$ cat src/ettr_pkg.sv
`timescale 1ns / 1ps
// ----------------------------------------------------------------------------
// ettr_pkg: shared types and constants of the ephemeris update filter
// Sizes, payload structs, status codes and the candidate cell interface.
// ----------------------------------------------------------------------------
package ettr_pkg;

   localparam int SIGNAL_COUNT    = 64;
   localparam int CANDIDATE_SLOTS = 8;
   localparam int CONTENT_BITS    = 64;

   localparam int SIG_W      = 6;
   localparam int CONTENT_W  = 64;
   localparam int TIME_W     = 32;
   localparam int AGE_W      = 16;
   localparam int CSR_IDX_W  = 2;
   localparam int CSR_DATA_W = 16;

   localparam int DB_DEPTH = (SIGNAL_COUNT < (1 << SIG_W)) ? SIGNAL_COUNT : (1 << SIG_W);
   localparam int DB_IDX_W = (DB_DEPTH > 1) ? $clog2(DB_DEPTH) : 1;

   localparam logic [CSR_IDX_W-1:0] CSR_TAKE_FIRST = CSR_IDX_W'(0);
   localparam logic [CSR_IDX_W-1:0] CSR_MAX_AGE    = CSR_IDX_W'(1);

   localparam logic [AGE_W-1:0] MAX_AGE_RESET = AGE_W'(92);

   typedef enum logic [2:0] {
      STATUS_IDENTICAL = 3'd0,
      STATUS_TRUSTED   = 3'd1,
      STATUS_CANDIDATE = 3'd2,
      STATUS_MISMATCH  = 3'd3,
      STATUS_BAD_PARAM = 3'd4
   } status_type;

   typedef struct packed {
      logic [SIG_W-1:0]     signal_index;
      logic                 eph_valid;
      logic                 eph_healthy;
      logic [CONTENT_W-1:0] eph_content;
      logic [TIME_W-1:0]    now_seconds;
   } req_type;

   typedef struct packed {
      status_type status;
      logic       candidate_added;
   } rsp_type;

   // Stored ephemeris record: content fingerprint plus both flags
   typedef struct packed {
      logic [CONTENT_BITS-1:0] content;
      logic                    valid;
      logic                    healthy;
   } rec_type;

   // Broadcast from the controller to every candidate cell
   typedef struct packed {
      logic [SIG_W-1:0]  sig;
      rec_type           rec;
      logic [TIME_W-1:0] now;
      logic [AGE_W-1:0]  max_age;
      logic              release_en;
      logic              add_en;
   } cell_bcast_type;

   // Priority chain passed from the lower slot to the higher one
   typedef struct packed {
      logic hit;
      logic same;
      logic free;
   } cell_chain_type;

endpackage

$ cat src/ettr_cell.sv
`timescale 1ns / 1ps
// ----------------------------------------------------------------------------
// ettr_cell: one candidate slot
// Holds a pending ephemeris, flags a signal hit or a free slot, and passes
// the priority chain on to the next slot.
// ----------------------------------------------------------------------------
module ettr_cell import ettr_pkg::*; (
   input  logic           clock,
   input  logic           reset,
   input  cell_bcast_type bcast,
   input  cell_chain_type chain_i,
   output cell_chain_type chain_o
);

   logic              used_ff;
   logic [SIG_W-1:0]  signal_ff;
   rec_type           content_ff;
   logic [TIME_W-1:0] time_ff;

   logic              my_hit;
   logic              my_free;
   logic [TIME_W-1:0] age;

   assign age     = bcast.now - time_ff;
   assign my_hit  = used_ff && (signal_ff == bcast.sig);
   assign my_free = !used_ff || (age > TIME_W'(bcast.max_age));

   // Only the lowest hit and the lowest free slot act
   assign chain_o.hit  = chain_i.hit | my_hit;
   assign chain_o.same = chain_i.hit ? chain_i.same : (my_hit && (content_ff == bcast.rec));
   assign chain_o.free = chain_i.free | my_free;

   always_ff @(posedge clock) begin
      if (reset) begin
         used_ff   <= 1'b0;
         signal_ff <= '0;
      end else if (bcast.release_en && my_hit && !chain_i.hit) begin
         used_ff <= 1'b0;
      end else if (bcast.add_en && my_free && !chain_i.free) begin
         used_ff   <= 1'b1;
         signal_ff <= bcast.sig;
      end
   end

   always_ff @(posedge clock) begin
      if (bcast.add_en && my_free && !chain_i.free) begin
         content_ff <= bcast.rec;
         time_ff    <= bcast.now;
      end
   end

endmodule

$ cat config.mk
export PLATFORM = sky130hd
export DESIGN_NAME = ettr_cell
export DESIGN_NICKNAME = d
export VERILOG_FILES = /design/src/ettr_pkg.sv /design/src/ettr_cell.sv
export SDC_FILE = /design/constraint.sdc
export NUM_CORES = 1
export LEC_CHECK = 0
export ABC_AREA = 1
export BUFFER_PORTS_ARGS = -buffer_cell sky130_fd_sc_hd__buf_2
export CAP_MARGIN = 20
export CORE_MARGIN = 3
export CORE_UTILIZATION = 35
export DETAILED_ROUTE_END_ITERATION = 16
export PLACE_DENSITY_LB_ADDON = 0.2
export SLEW_MARGIN = 25
export SYNTH_ARGS = -nofsm -noshare
export SYNTH_HDL_FRONTEND = slang
export SYNTH_SLANG_ARGS = --single-unit
$ cat constraint.sdc
create_clock -name clock -period 7.3 [get_ports clock]
set_clock_uncertainty 0.05 [all_clocks]
set_input_delay 0.73 -clock clock [delete_from_list [all_inputs] [get_ports clock]]
set_output_delay 0.73 -clock clock [all_outputs]
set_load 0.01 [all_outputs]
==> impl_metrics.json, run 1 <==
{
  "outcome": "completed",
  "root_buffer": "clkbuf_16",
  "num_rows": 52,
  "synth-edff-count": 98,
  "worst_slew_pin_slew_ns": 0.866,
  "detailed_place_hpwl_um": 14600,
  "maxSlewViolCount": 0,
  "synth_top_cell_by_area": "edfxtp_1",
  "syn_nets": 1133,
  "dpl_worst_slack_ns": 2.24,
  "crit_path_end_kind": "register",
  "final-hold-violation-count": 0,
  "hold_path.class": "reg -> reg",
  "grt_pass1_vias": 5854,
  "relSlewSlack_pct": 42.3,
  "synth_common_cells": "nand2_1 (270), inv_1 (219), edfxtp_1 (98)",
  "drc": 0,
  "grtUsageMet1_pct": 21.3,
  "gp_routability_congestion": 0.900,
  "ys_warn_count": 0,
  "rsz0062_at_grt": "no",
  "yosysSeqAreaShare_pct": 41.6,
  "ir_worst_vdd_mv": 0.118,
  "fin_crit_ns": 4.64,
  "drtAntennaViolNets": 0,
  "cts_made_buffers": 9,
  "vias": 6247,
  "synth_cells": 958,
  "grt-ovfl-total": 0,
  "worstSetupStartpoint": "bcast[18]",
  "r2r-start": "time_ff[0]",
  "area_delta_synth_final_pct": 17.5,
  "ys_ff_latch": 105,
  "min_from": "signal_ff[2]",
  "required_ns": 7.26,
  "routed_wl_um": 17800,
  "grt_use_met3_pct": 2.74,
  "power_density_nw_per_um2": 187,
  "die_w_um": 152,
  "post_cts_resized": 0,
  "fin_util_pct": 42.5,
  "synth_area_leaders": "edfxtp_1 (40%), nand2_1 (14%), inv_1 (11%), ha_1 (7.9%), xor2_1 (4.0%)",
  "grt_pass1_wl_um": 27900,
  "p_leak_nw": 4.48,
  "dieArea_um2": 23000,
  "ys_types": 37,
  "finalSetupTns_ns": 0,
  "async_reset_ff_share_pct": 0,
  "min_period_over_period_pct": 63.6,
  "startpoint_type": "input port",
  "hold_buffers": 0,
  "fmax_mhz": 215,
  "core-area_um2": 20500,
  "setup_violations": 0,
  "port-buffer-count": 129,
  "h-tree-depth": 3,
  "post_cts_buffers": 0,
  "grt_start_max_net_pins": 69,
  "arrival_ns": 4.61,
  "viasPerCell": 4.54,
  "antenna_found_initial": 0,
  "yosysMostFrequentCell": "nand2_1",
  "clock-sinks": 105,
  "use_met2_pct": 25.2,
  "final_nets": 1274,
  "drtPass1Iterations": 7,
  "worst_slack_ns": 2.66,
  "io_pins": 130,
  "top_usage_layer": "met2",
  "critical_path_class": "in -> reg",
  "maxCapViolCount": 0,
  "die_y_um": 152,
  "synth_area_um2": 7410,
  "clk_latency_ns": 0.36,
  "finalPower_mw": 1.63,
  "avgSynthCellArea_um2": 7.73,
  "synth_top_area_share_pct": 39.7,
  "routedWlPerCell_um": 12.9,
  "clk_pin_slew_ns": 0.08,
  "synth_flop_cell": "edfxtp_1",
  "track_usage_pct": 15.5,
  "crit_fanout": 68,
  "cts_tree": "built",
  "drive_above_1_share_pct": 16.8,
  "cts_buffer_depth": 2,
  "drt_iter0_markers": 312,
  "start_util_pct": 36.2
}
## placed cells by master (no fill, tap or decap), drive strengths merged, types with 8 or more instances in the layout
cell type	n
nand4	21
edfxtp	98
o21ai	17
xnor2	11
nor2	80
clkbuf	9
inv	232
xor2	34
nor4	8
buf	130
ha	47
nand2	285
a21oi	27
nor3	8
nand3	39
o22ai	11
## kinds of logic after synthesis
family | Yosys count | synth area share [%]
AOI/OAI and AO/OA | 77 | 6.35
xor gates and xnor gates | 45 | 5.32
adders and majority gates | 48 | 8.21
buffers and inverters | 226 | 11.4
DFF | 105 | 41.6
and+or+nand+nor | 457 | 27.1
## layer usage
layer	vias up	wire, um
met1	2751	8600
met3	23	1060
met2	130	7820
li1	3343	-
met4	0	279
met5	-	0
## area by class of cell
class | count | area, um^2
fill | 2103 | 11800
multi-input combinational | 627 | 3480
sequential | 105 | 3080
inverter | 226 | 851
timing repair buffer | 130 | 653
tap | 270 | 338
clock buffer | 9 | 225
clock inverter | 7 | 78.8
antenna | 1 | 2.50
## through the flow
stage	cells	hold slack, ns	cell area, um^2
floorplan	958	0.464	7410
global placement	1358	0.477	8400
detailed placement	1358	0.487	8400
CTS	1374	0.486	8710
global route	1374	0.492	8710
finish	1375	0.496	8710
## path summary, 6_finish.rpt
check,to,slack (ns),depth (start not counted)
setup reg to reg,content_ff[36],2.77,24
setup / recovery,content_ff[36],2.66,26
hold / removal,signal_ff[2],0.50,4
hold reg to reg,signal_ff[2],0.50,4
## report_power, final
part / internal [mW] / switching [mW] / leakage (nW)
logic: 0.157 / 0.255 / 3.36
clock network: 0.247 / 0.256 / 0.149
registers: 0.702 / 0.0131 / 0.978
total: 1.11 / 0.524 / 4.48
## worst max-delay path, stage by stage
cell     delay (ns)
buf_2          0.08
inv_1          0.04
ha_1           0.21
fa_1           0.42
inv_1          0.12
nand2_1        0.06
nand2_1        0.07
nand3_1        0.07
nand2_1        0.17
nand2_1        0.07
nand2_1        0.10
xor2_1         0.07
ha_1           0.27
nand4_1        0.11
nor2_1         0.15
nand2_1        0.07
nand2_1        0.05
nand2_1        0.06
nand2_1        0.07
nor2_1         0.05
nand2_1        0.07
nor2_2         0.05
nand2_4        0.12
nand2_1        0.12
inv_4          0.66
buf_4          0.49
## sequential cells by signal (all words and copies together), names as in the netlist
register / count
used_ff: 1
content_ff: 66
signal_ff: 6
time_ff: 32
No activity file was read; power rests on OpenSTA's default activity.
==> run 2: changes to the inputs <==
Settings changed: ABC_AREA 1 to 0.
Clock period 7.3 ns to 3.75 ns, I/O delays scaled along.
==> run 2 against run 1 <==
Net effect: the run now ends with negative setup slack left; hold slack worse by 0.34 ns; first-iteration DRC count decreased by 19%; clock-buffer cell count unchanged; utilization rose by 6.9 points; worst setup slack worse by 4.1 ns; sequential cell count did not move; non-clock buffer count up 112; global-route usage is 1.9 points higher; clock power is 110% higher.
==> impl_metrics.json, run 2 <==
{
  "p_switching_mw": 0.985,
  "required_ns": 3.32,
  "synth_area_leaders": "edfxtp_1 (45%), ha_1 (9.1%), xnor2_1 (6.8%), inv_1 (4.1%), xor2_1 (3.8%)",
  "track_usage_pct": 17.4,
  "holdWs_ns": 0.154,
  "grt_pass1_wl_um": 28000,
  "r2r-start": "time_ff[0]",
  "finalNonFillerCells": 1086,
  "num_rows": 49,
  "grt_start_max_net_pins": 21,
  "cts_tree": "built",
  "power_density_nw_per_um2": 376,
  "crit_end": "chain_o[0]",
  "drc": 0,
  "cp_slowest_stage_delay_ns": 0.43,
  "crit_chain": "ha_4, fa_2, and2b_1, o2111ai_2, a211oi_2, nor2_2, o21ai_2, xor2_1, ha_1, nand4_1, nor3_2, a22oi_2, a2111oi_4, nand4_1, a2111o_1, nor4_2, nand4b_1, or2_2, buf_2",
  "core-area_um2": 18100,
  "worst_slew_pin_slew_ns": 0.513,
  "worst_slack_ns": -1.46,
  "synth_flop_cell": "edfxtp_1",
  "p_leak_nw": 3.84,
  "dpl_cell_area_um2": 8160,
  "synth_top_area_share_pct": 45.4,
  "finalPower_mw": 3.36,
  "dieArea_um2": 20200,
  "synthAdderAreaFrac_pct": 9.38,
  "fmax_mhz": 192,
  "viasPerCell": 4.94,
  "violations": "negative setup slack",
  "ys_ff_latch": 105,
  "io_pins": 130,
  "drive_above_1_share_pct": 33.3,
  "stdcell_area_um2": 8930,
  "synth-edff-count": 98,
  "die_w_um": 142,
  "final-hold-violation-count": 0,
  "yosys.area_share.simple_pct": 11.9,
  "die_y_um": 142,
  "reg2reg_depth": 22,
  "yosysSeqAreaShare_pct": 47.6,
  "cts_made_buffers": 9,
  "top_regs": "content_ff: 66 flops, time_ff: 32 flops, signal_ff: 6 flops",
  "p_clk_share_pct": 31.1,
  "crit_fanout": 3,
  "power_frac_comb_pct": 27.4,
  "synth_top_cell_by_area": "edfxtp_1",
  "gp_routability_congestion": 0.894,
  "rsz0062_at_grt": "yes",
  "yosysMostFrequentCell": "edfxtp_1",
  "dp_cells": 1045,
  "area_delta_synth_final_pct": 37.9,
  "most-common-layout-cells": "buf_2 (129), edfxtp_1 (98), buf_4 (90)",
  "min_period_over_period_pct": 139,
  "crit_path_end_kind": "output port",
  "final_common_cell": "buf_2",
  "detailed_place_hpwl_um": 13500,
  "grt_pass1_vias": 5634,
  "fin_util_pct": 49.4,
  "setup_violations": 106,
  "critical_path_class": "reg -> out",
  "clk_pin_slew_ns": 0.09,
  "largest_reg_flops": 66,
  "clk_latency_ns": 0.36,
  "internal-power_mw": 2.37,
  "pwr-share-seq_pct": 41.6,
  "avgSynthCellArea_um2": 10.6,
  "h-tree-depth": 3,
  "fillers": 1698,
  "synth_xor_area_share_pct": 10.5,
  "syn_nets": 784,
  "drtPass1Iterations": 4,
  "maxSlewViolCount": 0,
  "maxCapViolCount": 0,
  "start_util_pct": 35.8,
  "drt_iter0_markers": 254,
  "clock-sinks": 105,
  "port-buffer-count": 129,
  "crit_path_top_delay_cell": "edfxtp_1",
  "routedWlPerCell_um": 16.2,
  "final_nets": 1026,
  "dpl_worst_slack_ns": -1.32,
  "routed_wl_um": 17600,
  "worstSetupStartpoint": "time_ff[0]",
  "ir_worst_vdd_mv": 0.190,
  "crit_top_cell": "nand4_1",
  "synth_compound_area_share_pct": 13.9,
  "fin_crit_ns": 5.21,
  "relSlewSlack_pct": 65.7,
  "reg2reg_slack_ns": -1.35,
  "ys_warn_count": 0,
  "hold_path.class": "in -> reg",
  "root_buffer": "clkbuf_16",
  "synth_top_family_by_area": "compound AO/OA/AOI/OAI gates",
  "r2r-end": "time_ff[28]",
  "startpoint_type": "register",
  "grt-ovfl-total": 0,
  "top_register": "content_ff",
  "antenna_found_initial": 1,
  "outcome": "finished, violations left",
  "yosys-mux-area-fraction_pct": 1.74,
  "synth_cells": 609,
  "finalSetupTns_ns": -132.12,
  "synth_common_cells": "edfxtp_1 (98), inv_1 (71), xnor2_1 (50)",
  "drtAntennaViolNets": 0,
  "synth_area_um2": 6480,
  "arrival_ns": 4.78,
  "ys_types": 62,
  "cts_buffer_depth": 2,
  "swShare_pct": 29.3,
  "async_reset_ff_share_pct": 0,
  "vias": 5366
}
[run 2: worst min path at each step]
stage,start,endpoint,slack (ns),depth (start not counted)
after floorplan,used_ff,used_ff,0.40,1
after global placement,signal_ff[4],signal_ff[4],0.42,2
after detailed placement,signal_ff[4],signal_ff[4],0.43,2
after CTS,bcast[42],time_ff[24],0.14,1
after global routing,bcast[42],time_ff[24],0.14,1
final,bcast[42],time_ff[24],0.15,1
[run 2: routing by layer]
metal  wire, um  share of wire [%]  track usage [%]
met5          0                  0                0
met4        330                1.9             4.75
met3        905                5.1             3.49
met2       8420                 48             29.6
met1       7960                 45             22.7
[run 2: timing repair]
action / 4_1_cts / 5_1_grt
buffers inserted: 7 / 11
cloned: 7 / 4
setup endpoints to repair: 106 / 106
hold buffers: 0 / 0
pin swaps: 7 / 11
resized for setup: 13 / 22
[run 2: final cells by class]
type                       count  area (um^2)  area share (%)
sequential                   105         3080            34.5
multi-input combinational    422         3210            36.0
clock buffer                   9          225            2.52
clock inverter                 7         92.6            1.04
inverter                      71          267            2.98
tap                          229          287            3.21
antenna                        1         2.50          0.0280
timing repair buffer         242         1760            19.7
[run 2: critical path: cells and delay by family, from the launching register on]
kind / cells / cell delay, ns
flops: 1 / 0.43
fa+ha+maj: 3 / 0.85
compound gates: 6 / 1.38
xor+xnor: 1 / 0.09
buf+inv: 1 / 0.14
simple gates: 8 / 1.51
[run 2: power by group through the flow]
| stage | Combinational (mW) | Clock (mW) | Sequential (mW) |
|---|---|---|---|
| after floorplan | 0.490 | 0 | 1.42 |
| after global placement | 0.839 | 0 | 1.42 |
| after detailed placement | 0.848 | 0 | 1.42 |
| after CTS | 0.900 | 1.08 | 1.40 |
| after global routing | 1.03 | 1.12 | 1.40 |
| final | 0.920 | 1.04 | 1.39 |
[run 2: logic make-up (layout without fill, tap and decap cells)]
| kind of cell | Yosys count | in the layout |
|---|---|---|
| AOI/OAI and AO/OA | 134 | 134 |
| buffers and inverters | 84 | 329 |
| and+or+nand+nor | 149 | 151 |
| adders and majority gates | 48 | 48 |
| xor gates and xnor gates | 78 | 78 |
| DFF | 105 | 105 |
| other | 0 | 1 |
| muxes | 11 | 11 |
